<file path="config.mk">
export PLATFORM = sky130hd
export DESIGN_NAME = two_class_weighted_queue
export DESIGN_NICKNAME = d
export VERILOG_FILES = /design/src/rtl/core/tcwq_pkg.sv /design/src/rtl/core/tcwq_slot_store.sv /design/src/rtl/core/tcwq_ctrl.sv /design/src/rtl/core/two_class_weighted_queue.sv
export SDC_FILE = /design/constraint.sdc
export NUM_CORES = 1
export LEC_CHECK = 0
export BUFFER_PORTS_ARGS = -buffer_cell sky130_fd_sc_hd__buf_2
export CAP_MARGIN = 20
export CORE_MARGIN = 2
export CORE_UTILIZATION = 26
export DETAILED_ROUTE_END_ITERATION = 8
export PLACE_DENSITY = 0.47
export REMOVE_ABC_BUFFERS = 1
export SETUP_SLACK_MARGIN = 0.2
export SLEW_MARGIN = 5
export SYNTH_ARGS = -nofsm -noshare
export SYNTH_HDL_FRONTEND = slang
export SYNTH_SLANG_ARGS = --single-unit
</file>
<file path="constraint.sdc">
create_clock -name clk -period 4 [get_ports clk]
set_input_delay 0.2 -clock clk [delete_from_list [all_inputs] [get_ports clk]]
set_output_delay 0.2 -clock clk [all_outputs]
set_load 0.02 [all_outputs]
</file>
<file path="src/rtl/core/tcwq_pkg.sv">
// Shared types, constants and helpers of the two-class weighted queue.
package tcwq_pkg;

  // Queue geometry.
  localparam int QUEUE_DEPTH = 16;
  localparam int SLOT_W      = (QUEUE_DEPTH > 1) ? $clog2(QUEUE_DEPTH) : 1;
  localparam int OCC_W       = $clog2(QUEUE_DEPTH + 1);
  localparam int VALUE_W     = 32;
  localparam int WEIGHT_W    = 4;

  localparam logic [WEIGHT_W-1:0]       WEIGHT_RESET = 4'd3;
  localparam logic signed [VALUE_W-1:0] NONE_VALUE   = -32'sd1;

  typedef logic [SLOT_W-1:0] slot_t;
  typedef logic [OCC_W-1:0]  occ_t;

  // Command codes.
  typedef enum logic [1:0] {
    CMD_ENQ      = 2'd0,
    CMD_PLAIN    = 2'd1,
    CMD_WEIGHTED = 2'd2
  } cmd_t;

  // Result status codes.
  typedef enum logic [1:0] {
    ST_OK     = 2'd0,
    ST_EMPTY  = 2'd1,
    ST_ABSENT = 2'd2,
    ST_FULL   = 2'd3
  } status_t;

  // Input word.
  typedef struct packed {
    logic [1:0]                command;
    logic signed [VALUE_W-1:0] item_value;
    logic                      item_class;
  } in_word_t;

  // Result word.
  typedef struct packed {
    logic signed [VALUE_W-1:0] served_value;
    status_t                   status;
  } out_word_t;

  // Requests from the sequencer to the slot store.
  typedef struct packed {
    logic                      rd_en;
    slot_t                     rd_addr;
    logic                      dat_we;
    slot_t                     dat_addr;
    logic signed [VALUE_W-1:0] dat_value;
    logic                      dat_cls;
    logic                      link_we;
    slot_t                     link_addr;
    slot_t                     link_data;
  } store_req_t;

  // Registered read data of the slot store.
  typedef struct packed {
    logic signed [VALUE_W-1:0] value;
    logic                      cls;
    slot_t                     link;
  } store_rd_t;

  // Link of a slot that was never written: the free chain runs slot by slot
  // and wraps from the last slot to slot zero.
  function automatic slot_t reset_link(input slot_t s);
    slot_t r;
    if (s == SLOT_W'(QUEUE_DEPTH - 1)) begin
      r = '0;
    end else begin
      r = s + SLOT_W'(1);
    end
    return r;
  endfunction

endpackage

</file>
<file path="src/rtl/core/tcwq_slot_store.sv">
// Slot store: entry values, class bits and chain links with one read port.
module tcwq_slot_store (
  input  logic                clk,
  input  logic                rst_n,
  input  tcwq_pkg::store_req_t req,
  output tcwq_pkg::store_rd_t  rd
);
  import tcwq_pkg::*;

  logic signed [VALUE_W-1:0] value_mem [QUEUE_DEPTH];
  logic                      cls_mem   [QUEUE_DEPTH];
  slot_t                     link_mem  [QUEUE_DEPTH];
  logic [QUEUE_DEPTH-1:0]    link_vld_r;
  store_rd_t                 rd_r;

  // Value and class memory: written on enqueue, read with the link.
  always_ff @(posedge clk) begin
    if (req.dat_we) begin
      value_mem[req.dat_addr] <= req.dat_value;
      cls_mem[req.dat_addr]   <= req.dat_cls;
    end
  end

  // Link memory; a slot whose link was never written reads its free-chain link.
  always_ff @(posedge clk) begin
    if (req.link_we) begin
      link_mem[req.link_addr] <= req.link_data;
    end
  end

  always_ff @(posedge clk) begin
    if (!rst_n) begin
      link_vld_r <= '0;
    end else if (req.link_we) begin
      link_vld_r[req.link_addr] <= 1'b1;
    end
  end

  // Registered read port, held while no read is issued.
  always_ff @(posedge clk) begin
    if (req.rd_en) begin
      rd_r.value <= value_mem[req.rd_addr];
      rd_r.cls   <= cls_mem[req.rd_addr];
      rd_r.link  <= link_vld_r[req.rd_addr] ? link_mem[req.rd_addr]
                                            : reset_link(req.rd_addr);
    end
  end

  assign rd = rd_r;

endmodule

</file>
<file path="src/rtl/core/tcwq_ctrl.sv">
// Sequencer: queue pointers, serve counter and the chain walk with its class compare.
module tcwq_ctrl (
  input  logic                         clk,
  input  logic                         rst_n,
  input  logic                         start,
  input  tcwq_pkg::in_word_t           in_word,
  input  logic [tcwq_pkg::WEIGHT_W-1:0] weight,
  input  tcwq_pkg::store_rd_t          rd,
  output tcwq_pkg::store_req_t         req,
  output logic                         busy,
  output logic                         out_valid,
  output tcwq_pkg::out_word_t          out_word
);
  import tcwq_pkg::*;

  typedef enum logic [2:0] {
    S_IDLE,
    S_ENQ_ALLOC,
    S_ENQ_APPEND,
    S_SCAN,
    S_FIX_PREV,
    S_RELEASE
  } state_t;

  state_t                    state_r,    state_nxt;
  slot_t                     head_r,     head_nxt;
  slot_t                     tail_r,     tail_nxt;
  slot_t                     free_r,     free_nxt;
  occ_t                      occ_r,      occ_nxt;
  logic [WEIGHT_W-1:0]       cnt_r,      cnt_nxt;
  slot_t                     cur_r,      cur_nxt;
  slot_t                     prev_r,     prev_nxt;
  logic                      has_prev_r, has_prev_nxt;
  slot_t                     next_r,     next_nxt;
  logic signed [VALUE_W-1:0] val_r,      val_nxt;
  logic                      cls_r,      cls_nxt;
  occ_t                      n_r,        n_nxt;
  logic                      plain_r,    plain_nxt;
  logic                      want_r,     want_nxt;
  logic                      out_valid_r, out_valid_nxt;
  out_word_t                 out_word_r,  out_word_nxt;

  logic want_low_now;
  logic hit;

  assign want_low_now = (cnt_r < weight);
  // The shared compare: does the entry under the walk carry the wanted class?
  assign hit          = plain_r || (rd.cls == want_r);

  // Next-state and store request logic.
  always_comb begin
    state_nxt     = state_r;
    head_nxt      = head_r;
    tail_nxt      = tail_r;
    free_nxt      = free_r;
    occ_nxt       = occ_r;
    cnt_nxt       = cnt_r;
    cur_nxt       = cur_r;
    prev_nxt      = prev_r;
    has_prev_nxt  = has_prev_r;
    next_nxt      = next_r;
    val_nxt       = val_r;
    cls_nxt       = cls_r;
    n_nxt         = n_r;
    plain_nxt     = plain_r;
    want_nxt      = want_r;
    out_valid_nxt = 1'b0;
    out_word_nxt  = out_word_r;
    req           = '0;

    case (state_r)
      S_IDLE: begin
        if (start) begin
          case (in_word.command)
            CMD_ENQ: begin
              if (occ_r == OCC_W'(QUEUE_DEPTH)) begin
                out_valid_nxt             = 1'b1;
                out_word_nxt.served_value = NONE_VALUE;
                out_word_nxt.status       = ST_FULL;
              end else begin
                cur_nxt      = free_r;
                val_nxt      = in_word.item_value;
                cls_nxt      = in_word.item_class;
                req.rd_en    = 1'b1;
                req.rd_addr  = free_r;
                state_nxt    = S_ENQ_ALLOC;
              end
            end
            CMD_PLAIN, CMD_WEIGHTED: begin
              if (occ_r == '0) begin
                out_valid_nxt             = 1'b1;
                out_word_nxt.served_value = NONE_VALUE;
                out_word_nxt.status       = ST_EMPTY;
              end else begin
                plain_nxt    = (in_word.command == CMD_PLAIN);
                want_nxt     = !want_low_now;
                cur_nxt      = head_r;
                has_prev_nxt = 1'b0;
                n_nxt        = '0;
                req.rd_en    = 1'b1;
                req.rd_addr  = head_r;
                state_nxt    = S_SCAN;
              end
            end
            default: begin
              out_valid_nxt             = 1'b1;
              out_word_nxt.served_value = NONE_VALUE;
              out_word_nxt.status       = ST_OK;
            end
          endcase
        end
      end

      // Take the free head slot and fill it; it becomes the chain end.
      S_ENQ_ALLOC: begin
        free_nxt      = rd.link;
        req.dat_we    = 1'b1;
        req.dat_addr  = cur_r;
        req.dat_value = val_r;
        req.dat_cls   = cls_r;
        req.link_we   = 1'b1;
        req.link_addr = cur_r;
        req.link_data = '0;
        state_nxt     = S_ENQ_APPEND;
      end

      // Hook the new slot behind the tail.
      S_ENQ_APPEND: begin
        if (occ_r != '0) begin
          req.link_we   = 1'b1;
          req.link_addr = tail_r;
          req.link_data = cur_r;
        end else begin
          head_nxt = cur_r;
        end
        tail_nxt                  = cur_r;
        occ_nxt                   = occ_r + OCC_W'(1);
        out_valid_nxt             = 1'b1;
        out_word_nxt.served_value = NONE_VALUE;
        out_word_nxt.status       = ST_OK;
        state_nxt                 = S_IDLE;
      end

      // Walk the chain one entry a cycle until the wanted class shows up or every entry is checked.
      S_SCAN: begin
        if (hit) begin
          val_nxt   = rd.value;
          next_nxt  = rd.link;
          state_nxt = S_FIX_PREV;
        end else if ((n_r + OCC_W'(1)) == occ_r) begin
          cnt_nxt                   = want_r ? '0 : weight;
          out_valid_nxt             = 1'b1;
          out_word_nxt.served_value = NONE_VALUE;
          out_word_nxt.status       = ST_ABSENT;
          state_nxt                 = S_IDLE;
        end else begin
          prev_nxt     = cur_r;
          has_prev_nxt = 1'b1;
          cur_nxt      = rd.link;
          n_nxt        = n_r + OCC_W'(1);
          req.rd_en    = 1'b1;
          req.rd_addr  = rd.link;
        end
      end

      // Bridge the chain over the served slot.
      S_FIX_PREV: begin
        if (has_prev_r) begin
          req.link_we   = 1'b1;
          req.link_addr = prev_r;
          req.link_data = next_r;
        end else begin
          head_nxt = next_r;
        end
        state_nxt = S_RELEASE;
      end

      // Return the slot to the free chain and report the served word.
      S_RELEASE: begin
        req.link_we   = 1'b1;
        req.link_addr = cur_r;
        req.link_data = free_r;
        free_nxt      = cur_r;
        if (cur_r == tail_r) begin
          tail_nxt = has_prev_r ? prev_r : '0;
        end
        occ_nxt = occ_r - OCC_W'(1);
        if (!plain_r) begin
          cnt_nxt = want_r ? '0 : (cnt_r + WEIGHT_W'(1));
        end
        out_valid_nxt             = 1'b1;
        out_word_nxt.served_value = val_r;
        out_word_nxt.status       = ST_OK;
        state_nxt                 = S_IDLE;
      end

      default: begin
        state_nxt = S_IDLE;
      end
    endcase
  end

  // State, pointers and the registered result.
  always_ff @(posedge clk) begin
    if (!rst_n) begin
      state_r     <= S_IDLE;
      head_r      <= '0;
      tail_r      <= '0;
      free_r      <= '0;
      occ_r       <= '0;
      cnt_r       <= '0;
      out_valid_r <= 1'b0;
    end else begin
      state_r     <= state_nxt;
      head_r      <= head_nxt;
      tail_r      <= tail_nxt;
      free_r      <= free_nxt;
      occ_r       <= occ_nxt;
      cnt_r       <= cnt_nxt;
      out_valid_r <= out_valid_nxt;
    end
    cur_r      <= cur_nxt;
    prev_r     <= prev_nxt;
    has_prev_r <= has_prev_nxt;
    next_r     <= next_nxt;
    val_r      <= val_nxt;
    cls_r      <= cls_nxt;
    n_r        <= n_nxt;
    plain_r    <= plain_nxt;
    want_r     <= want_nxt;
    out_word_r <= out_word_nxt;
  end

  assign busy      = (state_r != S_IDLE);
  assign out_valid = out_valid_r;
  assign out_word  = out_word_r;

  // A result is only shown once the sequencer is back at rest.
  a_result_when_idle: assert property (@(posedge clk) disable iff (!rst_n)
    out_valid_r |-> (state_r == S_IDLE))
    else $error("result strobe while the sequencer is busy");

  // An enqueue into a full store is flagged on the next cycle.
  a_full_flag: assert property (@(posedge clk) disable iff (!rst_n)
    (start && !busy && (in_word.command == CMD_ENQ) && (occ_r == OCC_W'(QUEUE_DEPTH)))
    |=> (out_valid_r && (out_word_r.status == ST_FULL)))
    else $error("full enqueue not flagged");

  // The walk never passes the number of stored entries.
  a_scan_bound: assert property (@(posedge clk) disable iff (!rst_n)
    (state_r == S_SCAN) |-> ((n_r < occ_r) && (occ_r != '0)))
    else $error("chain walk ran past the stored entries");

  // Releasing a slot takes exactly one entry away.
  a_release_count: assert property (@(posedge clk) disable iff (!rst_n)
    (state_r == S_RELEASE) |=> (occ_r == ($past(occ_r) - OCC_W'(1))))
    else $error("occupancy not decremented on release");

  // Occupancy stays within the store.
  a_occ_range: assert property (@(posedge clk) disable iff (!rst_n)
    (state_r == S_ENQ_APPEND) |-> (occ_r < OCC_W'(QUEUE_DEPTH)))
    else $error("append into a full store");

endmodule

</file>
<file path="src/rtl/core/two_class_weighted_queue.sv">
// Top level of the two-class weighted queue: weight register, sequencer and slot store.
//
// Usage. An item word (command, value, class) is taken at a rising edge where start is
// high and busy is low. Every item gives exactly one result word on out_word, marked by
// out_valid for one cycle; the receiver has no way to hold it off.
// Commands: enqueue appends a value with its class, plain dequeue serves the oldest
// entry, weighted dequeue serves the oldest low-class entry while the serve counter is
// below the weight, and otherwise the oldest high-class entry.
// Sequence: a dropped enqueue, an empty dequeue and an unused command answer in the cycle
// after acceptance with busy staying low. An enqueue passes an allocate and an append
// state; a dequeue walks the chain, then bridges it over the served slot and releases
// the slot. The chain walk reads one slot a cycle through the single read port of the
// slot store, and stops at the wanted class or after the last stored entry.
// A new item can be taken in the same cycle that a result is shown.
// Configuration: cfg_data writes the low-serves-per-high weight whenever cfg_valid and
// cfg_ready are high; cfg_ready is high while the block is idle.
// Reset: clears the queue to empty, the serve counter to zero and the weight to three.
// No clearing pass is needed, so items are taken right after reset.
module two_class_weighted_queue (
  input  logic                          clk,
  input  logic                          rst_n,
  input  logic                          start,
  output logic                          busy,
  input  tcwq_pkg::in_word_t            in_word,
  output logic                          out_valid,
  output tcwq_pkg::out_word_t           out_word,
  input  logic                          cfg_valid,
  output logic                          cfg_ready,
  input  logic [tcwq_pkg::WEIGHT_W-1:0] cfg_data
);
  import tcwq_pkg::*;

  logic [WEIGHT_W-1:0] weight_r;
  store_req_t          req;
  store_rd_t           rd;

  // Weight register, writable while the sequencer rests.
  assign cfg_ready = !busy;

  always_ff @(posedge clk) begin
    if (!rst_n) begin
      weight_r <= WEIGHT_RESET;
    end else if (cfg_valid && cfg_ready) begin
      weight_r <= cfg_data;
    end
  end

  tcwq_ctrl u_ctrl (
    .clk       (clk),
    .rst_n     (rst_n),
    .start     (start),
    .in_word   (in_word),
    .weight    (weight_r),
    .rd        (rd),
    .req       (req),
    .busy      (busy),
    .out_valid (out_valid),
    .out_word  (out_word)
  );

  tcwq_slot_store u_store (
    .clk   (clk),
    .rst_n (rst_n),
    .req   (req),
    .rd    (rd)
  );

endmodule
</file>
==> results.yml, run 1 <==
run_status:
  outcome: "complete, no violations"
pwr:
  clkPwrFrac: 0.409
  swShare: 0.247
  power_density_nw_per_um2: 514
  peakVddDrop_uv: 325
  p_leak_nw: 12.5
  p_seq_frac: 0.494
  p_switching_mw: 4.73
  p_comb_frac: 0.097
  p_int_mw: 14.4
detailed_routing:
  wl_per_cell_um: 21.5
  dr.first_iter.drc_count: 1785
  dr_total_vias: 20100
  firstDrtPassIters: 6
  route.detailed.drc: 0
  via_per_inst: 4.80
  routed_wl_mm: 90.2
  ant_nets: 0
timing:
  setup_viol: 0
  hold_viol: 0
  rsz0062_at_grt: "no"
  min_period_ns: 3.60
  fmax_ghz: 0.278
  relSlewSlack: 0.244
  slew_violations: 0
  fin_skew_ns: 0.0312
  worstMarginPinSlew_ns: 1.13
  postLayoutSetupSlackWorst_ns: 0.402
  fin_crit_sh: 0.899
cells_and_area:
  postLayoutCellArea_um2: 37300
  final_nets: 2564
  final_util: 0.312
  final_common_cell: "edfxtp_1"
  fillers: 11900
  drive_above_1_share: 0.127
  syn_to_final_growth_pct: 19.4
  layout_common_cells: "716 x edfxtp_1, 540 x nand2_1, 153 x nand3_1, 107 x a311oi_1, 90 x clkbuf_16"
die:
  die_width_um: 350
  fp.dieArea_um2: 123000
  die-height_um: 350
  io_pins: 80
  design.core.area_um2: 119000
  rows: 127
  initial_utilization: 0.261
clock_network:
  cts_root_buffer: "clkbuf_16"
  cts_max_level: 3
  cts_sinks: 761
  clkSlewWorstSetupHoldPaths_ns: 0.06
  clockBufferDepth: 3
  cts_tree: "built"
  clk_latency_ns: 0.65
  numCtsBuffers: 85
run:
  drv_cap: 0
min_path:
  hp-class: "input pin to flip-flop"
global_route:
  antenna_found_initial: 1
  grt_max_degree: 105
  grt_pass1_vias: 19900
  grtUsageTotal: 0.144
  gr-total-overflow: 0
  grt_pass1_wl_mm: 133
synthesis:
  syn_inst: 2384
  yosysSeqAreaShare: 0.718
  synthArstFlopShare: 0
  synth_area_um2: 31200
  yosysWarnings: 0
  synth_top_flop_cell: "edfxtp_1"
  yosysUniqueCellTypes: 75
  synth_edf_count: 716
  synth-seq-cells: 761
  avgSynthCellArea_um2: 13.1
critical_path:
  cp_slowest_cell: "o41a_2"
  critPathMostFrequentCell: "a311oi_1"
  worst_ep_arrival_time_ns: 3.96
  path_max_fanout: 52
  critPathRequiredTime_ns: 4.36
  path_class: "flip-flop to flip-flop"
  start_kind: "flip-flop"
  cpPeakStageDelay_ns: 0.64
  cp-end-kind: "flip-flop"
  crit_path_cell_trace: "ha_1, xor2_2, xor2_1, o41a_2, nor2_8, buf_12, buf_6, a311oi_1, a311oi_1, a21oi_1"
place:
  place_congestion: 0.830
  dp_slack_ns: 0.134
  dp_hpwl_mm: 49.5
  numPortBuffers: 79
  placed_area_um2: 33900
==> power groups by stage <==
| stage | combinational (mW) | clock [mW] | sequential [mW] |
|---|---|---|---|
| after CTS | 1.87 | 8.02 | 9.47 |
| final | 1.86 | 7.83 | 9.47 |
| after global placement | 1.77 | 0 | 9.62 |
| after floorplan | 1.03 | 0 | 9.56 |
| after global routing | 2.05 | 8.31 | 9.50 |
| after detailed placement | 1.82 | 0 | 9.63 |
==> area by class of cell <==
| type | instances | area (um2) | share of cell area |
|---|---|---|---|
| Inverter | 21 | 86.3 | 0.00232 |
| Antenna cell | 3 | 7.51 | 0.000201 |
| Multi-Input combinational cell | 1439 | 8230 | 0.221 |
| Clock buffer | 114 | 2370 | 0.0636 |
| Clock inverter | 45 | 425 | 0.0114 |
| Tap cell | 1612 | 2020 | 0.0541 |
| Timing Repair Buffer | 199 | 1720 | 0.0463 |
| Sequential cell | 761 | 22400 | 0.601 |
==> worst paths after layout <==
path                                        endpoint  cells past startpoint  slack, ns                               start
setup / recovery            u_store.rd[12]$_DFFE_PP_                     10       0.40         u_ctrl.n_r[0]$_SDFFCE_PN0P_
hold / removal            u_ctrl.val_r[24]$_DFFE_PP_                      3       0.05                         in_word[25]
setup reg to reg            u_store.rd[12]$_DFFE_PP_                     10       0.40         u_ctrl.n_r[0]$_SDFFCE_PN0P_
hold reg to reg   u_store.link_vld_r[4]$_SDFFE_PN0P_                      1       0.47  u_store.link_vld_r[4]$_SDFFE_PN0P_
==> sequential cells by signal, indices dropped and copies added (netlist names), 5 cells and up <==
signal and cells:
u_store.value_mem 512, u_ctrl.val_r 32, u_store.link_vld_r 16, u_ctrl.n_r 5
u_store.link_mem 64, u_store.cls_mem 16, u_ctrl.out_word 34, u_store.rd 37
u_ctrl.occ_r 5
==> metrics by stage <==
stage,total power [mW],std cells,hold slack (ns),setup TNS [ns]
floorplan,10.6,2220,0.272,-227.40
global placement,11.4,3976,0.393,0
detailed placement,11.4,3976,0.380,0
CTS,19.4,4183,0.0102,0
global route,19.9,4191,0.0463,0
finish,19.2,4194,0.0475,0
==> timing repair <==
action | in CTS | in global routing
buffers inserted | 0 | 6
endpoints found under the setup margin | 1 | 30
gates resized for setup | 1 | 10
hold endpoints to repair | 41 | 0
hold buffers | 48 | 0
cloned | 0 | 2
pin swaps | 0 | 3
==> logic make-up (layout without fill, tap and decap cells) <==
family / after synthesis / count (layout) / synth area share
mux: 25 / 25 / 0.00814
flops: 761 / 761 / 0.718
compound gates: 381 / 381 / 0.0931
fa+ha+maj: 14 / 14 / 0.00585
other cells: 0 / 3 / 0
xor+xnor: 24 / 24 / 0.00673
simple gates: 994 / 995 / 0.143
buf+inv: 185 / 379 / 0.0255
==> Yosys cell counts, types with 14 or more instances <==
| library cell | number | share of area |
|---|---|---|
| a211oi_1 | 83 | 0.020 |
| buf_2 | 54 | 0.0087 |
| nand2_1 | 540 | 0.065 |
| a21oi_1 | 62 | 0.0099 |
| o21ai_0 | 18 | 0.0029 |
| inv_1 | 18 | 0.0022 |
| nor2_1 | 99 | 0.012 |
| nand3_1 | 153 | 0.025 |
| clkbuf_1 | 90 | 0.011 |
| nor3_1 | 16 | 0.0026 |
| a311oi_1 | 107 | 0.030 |
| mux2i_1 | 22 | 0.0071 |
| edfxtp_1 | 716 | 0.69 |
| and3_1 | 81 | 0.016 |
| a31oi_1 | 34 | 0.0068 |
| xnor2_1 | 14 | 0.0039 |
| dfxtp_1 | 45 | 0.029 |
| nand2b_1 | 39 | 0.0078 |
| and2_1 | 37 | 0.0074 |
==> worst max-delay path, delay by kind of cell, from the launching register on <==
family	cells	cell delay (ns)
buffers and inverters	2	0.68
adder cells (fa/ha/maj)	1	0.27
XOR/XNOR	2	0.41
flip-flops	1	0.44
AND/OR/NAND/NOR	1	0.30
AO/OA/AOI/OAI	4	1.16
==> layer usage <==
| layer | share of wire | vias to the layer above | routed length [um] | track usage |
|---|---|---|---|---|
| li1 | - | 9184 | - | - |
| met1 | 0.46 | 10200 | 41800 | 0.203 |
| met4 | 0.018 | 0 | 1620 | 0.0335 |
| met2 | 0.46 | 581 | 41900 | 0.231 |
| met5 | 0 | - | 0 | 0 |
| met3 | 0.054 | 110 | 4840 | 0.0237 |
Power figures use the tool's default switching activity.
==> run 2, diff against run 1 <==
- ABC_AREA: not set -> 1
==> results.yml, run 2 <==
detailed_routing:
  via_per_inst: 4.61
  dr.first_iter.drc_count: 1729
  routed_wl_mm: 94.3
  ant_nets: 0
  wl_per_cell_um: 21.1
  route.detailed.drc: 0
  firstDrtPassIters: 6
  dr_total_vias: 20600
pwr:
  power_density_nw_per_um2: 569
  p_comb_frac: 0.166
  p_int_mw: 15.2
  swShare: 0.287
  peakVddDrop_uv: 322
  p_switching_mw: 6.10
  p_seq_frac: 0.476
  clkPwrFrac: 0.358
  power_mw: 21.3
  p_leak_nw: 13.1
min_path:
  hp-class: "input pin to flip-flop"
  hold_path_depth: 5
  hp-start: "start"
  holdPathEnd: "u_ctrl.state_r[0]$_SDFFE_PN0P_"
critical_path:
  path_class: "flip-flop to flip-flop"
  cp-end-kind: "flip-flop"
  r2r_cells: 16
  critPathRequiredTime_ns: 4.42
  start_kind: "flip-flop"
  path_max_fanout: 49
  regToRegSetupSlack_ns: 0.60
  critPathMostFrequentCell: "nand3_1"
  cp_slowest_cell: "inv_6"
  cpPeakStageDelay_ns: 0.53
  worst_ep_arrival_time_ns: 3.82
  r2r_start: "u_ctrl.n_r[0]$_SDFFCE_PN0P_"
  crit_path_cell_trace: "ha_1, inv_1, nand2_1, nand2_1, nor2_1, nand3_1, nor2_1, nand3_2, nand3_1, nand2_4, inv_6, buf_4, nand3_1, o211ai_1, nand3_1, and2_1"
  r2r-end: "u_store.rd[14]$_DFFE_PP_"
timing:
  hold_ws_ns: 0.0617
  postLayoutSetupSlackWorst_ns: 0.597
  rsz0062_at_grt: "no"
  min_period_ns: 3.40
  fmax_ghz: 0.294
  fin_skew_ns: 0.0432
  slew_violations: 0
  setup_viol: 0
  worstMarginPinSlew_ns: 1.00
  fin_crit_sh: 0.851
  hold_viol: 0
  relSlewSlack: 0.329
  fin_tns_setup_ns: 0
synthesis:
  synth_area_um2: 31200
  synth_top_family_by_area: "simple AND/OR/NAND/NOR gates"
  syn_inst: 2643
  synth_edf_count: 716
  synth_most_common_cell: "edfxtp_1"
  synth_xor_area_frac: 0.00112
  yosysUniqueCellTypes: 40
  synthTopCellsByCount: "716 x edfxtp_1, 549 x nand2_1, 280 x nor2_1"
  yosysWarnings: 0
  synth-adder-area-share: 0.00585
  yosysSeqAreaShare: 0.718
  synthArstFlopShare: 0
  synth_largest_area_cell: "edfxtp_1"
  synthSimpleGateAreaFrac: 0.162
  synth_top_cells_by_area: "edfxtp_1 69%, nand2_1 6.6%, nand3_1 4.5%, nor2_1 3.4%, o211ai_1 3.3%"
  avgSynthCellArea_um2: 11.8
  synth_compound_area_frac: 0.0736
  synth.area.mux_share: 0
  synth_top_flop_cell: "edfxtp_1"
  synth_top_area_share: 0.689
  synth-seq-cells: 761
clock_network:
  cts_resized: 0
  cts_tree: "built"
  numCtsBuffers: 87
  clk_latency_ns: 0.66
  clkSlewWorstSetupHoldPaths_ns: 0.06
  clockBufferDepth: 3
  cts_sinks: 761
  cts_max_level: 3
  cts_root_buffer: "clkbuf_16"
die:
  die_width_um: 350
  fp.dieArea_um2: 123000
  io_pins: 80
  initial_utilization: 0.261
  die-height_um: 350
  rows: 127
  design.core.area_um2: 119000
cells_and_area:
  syn_to_final_growth_pct: 19.8
  multi_input_area_um2: 7770
  regMostFlops: "u_store.value_mem"
  final_nets: 2852
  regArea_um2: 22400
  largest_reg_flops: 512
  drive_above_1_share: 0.115
  layout_common_cells: "716 x edfxtp_1, 546 x nand2_1, 279 x nand3_1, 263 x nor2_1, 157 x a21oi_1"
  fillers: 12200
  final_common_cell: "edfxtp_1"
  n_antenna_cell: 0
global_route:
  grt_max_degree: 135
  antenna_found_initial: 1
  grtUsageTotal: 0.153
  grt_pass1_wl_mm: 138
  grt_busiest_layer: "met2"
  globalRouteMet3Util: 0.0227
  grt_use_met2: 0.246
  grt_pass1_vias: 20100
  use_met1: 0.215
  gr-total-overflow: 0
place:
  numPortBuffers: 79
  dp_hpwl_mm: 50.7
  dp_slack_ns: 0.590
  place_congestion: 0.787
run_status:
  outcome: "complete, no violations"
run:
  drv_cap: 0
==> run 2: worst max path at each step <==
stage	startpoint	endpoint	slack [ns]	cells past startpoint
final	u_ctrl.n_r[0]$_SDFFCE_PN0P_	u_store.rd[14]$_DFFE_PP_	0.60	16
after global routing	u_ctrl.n_r[0]$_SDFFCE_PN0P_	u_store.rd[14]$_DFFE_PP_	0.31	16
after CTS	u_ctrl.n_r[0]$_SDFFCE_PN0P_	u_store.rd[14]$_DFFE_PP_	0.61	16
after detailed placement	u_ctrl.n_r[0]$_SDFFCE_PN0P_	u_store.rd[7]$_DFFE_PP_	0.59	16
after global placement	u_ctrl.n_r[0]$_SDFFCE_PN0P_	u_store.rd[29]$_DFFE_PP_	0.62	16
after floorplan	u_ctrl.state_r[0]$_SDFFE_PN0P_	u_store.rd[10]$_DFFE_PP_	-5.08	10
==> run 2: timing repair <==
item,CTS,global route
hold buffers,48,0
setup buffers,0,0
endpoints found under the hold margin,50,0
==> run 2: through the flow <==
stage / instance area [um2] / std cells / utilization
final: 37400 / 4477 / 0.313
after detailed placement: 34200 / 4270 / 0.286
after global routing: 37400 / 4477 / 0.313
after CTS: 37400 / 4477 / 0.313
after floorplan: 30600 / 2493 / -
after global placement: 34200 / 4270 / 0.286
==> run 2: kinds of logic (layout without fill, tap and decap cells) <==
| family | count (synthesis) | in the layout |
|---|---|---|
| AO/OA/AOI/OAI | 374 | 374 |
| XOR/XNOR | 4 | 4 |
| adder cells (fa/ha/maj) | 14 | 14 |
| buffers and inverters | 304 | 526 |
| flip-flops | 761 | 761 |
| AND/OR/NAND/NOR | 1186 | 1186 |
==> run 2: power by group through the flow <==
stage	registers, mW	clock network [mW]	logic [mW]
finish	10.1	7.63	3.52
global route	10.2	8.11	3.92
CTS	10.1	7.82	3.60
detailed placement	10.3	0	3.54
global placement	10.3	0	3.52
floorplan	10.3	0	1.95
==> run 2: worst max-delay path, delay by kind of cell (launching register included) <==
kind	cells	cell delay, ns
adders and majority gates	1	0.34
and+or+nand+nor	11	1.29
DFF	1	0.46
buffers and inverters	3	0.95
AOI/OAI and AO/OA	1	0.10
==> run 2: final cells by class <==
type                       count  area share
clock buffer                 120      0.0637
tap                         1612      0.0539
inverter                     154      0.0157
timing repair buffer         213      0.0511
clock inverter                39     0.00880
multi-input combinational   1578       0.208
sequential                   761       0.599
==> run 2: per-layer routing <==
metal	vias up	wire length [um]
li1	9676	-
met1	10300	43400
met2	528	44200
met3	121	4710
met4	0	2020
met5	-	0
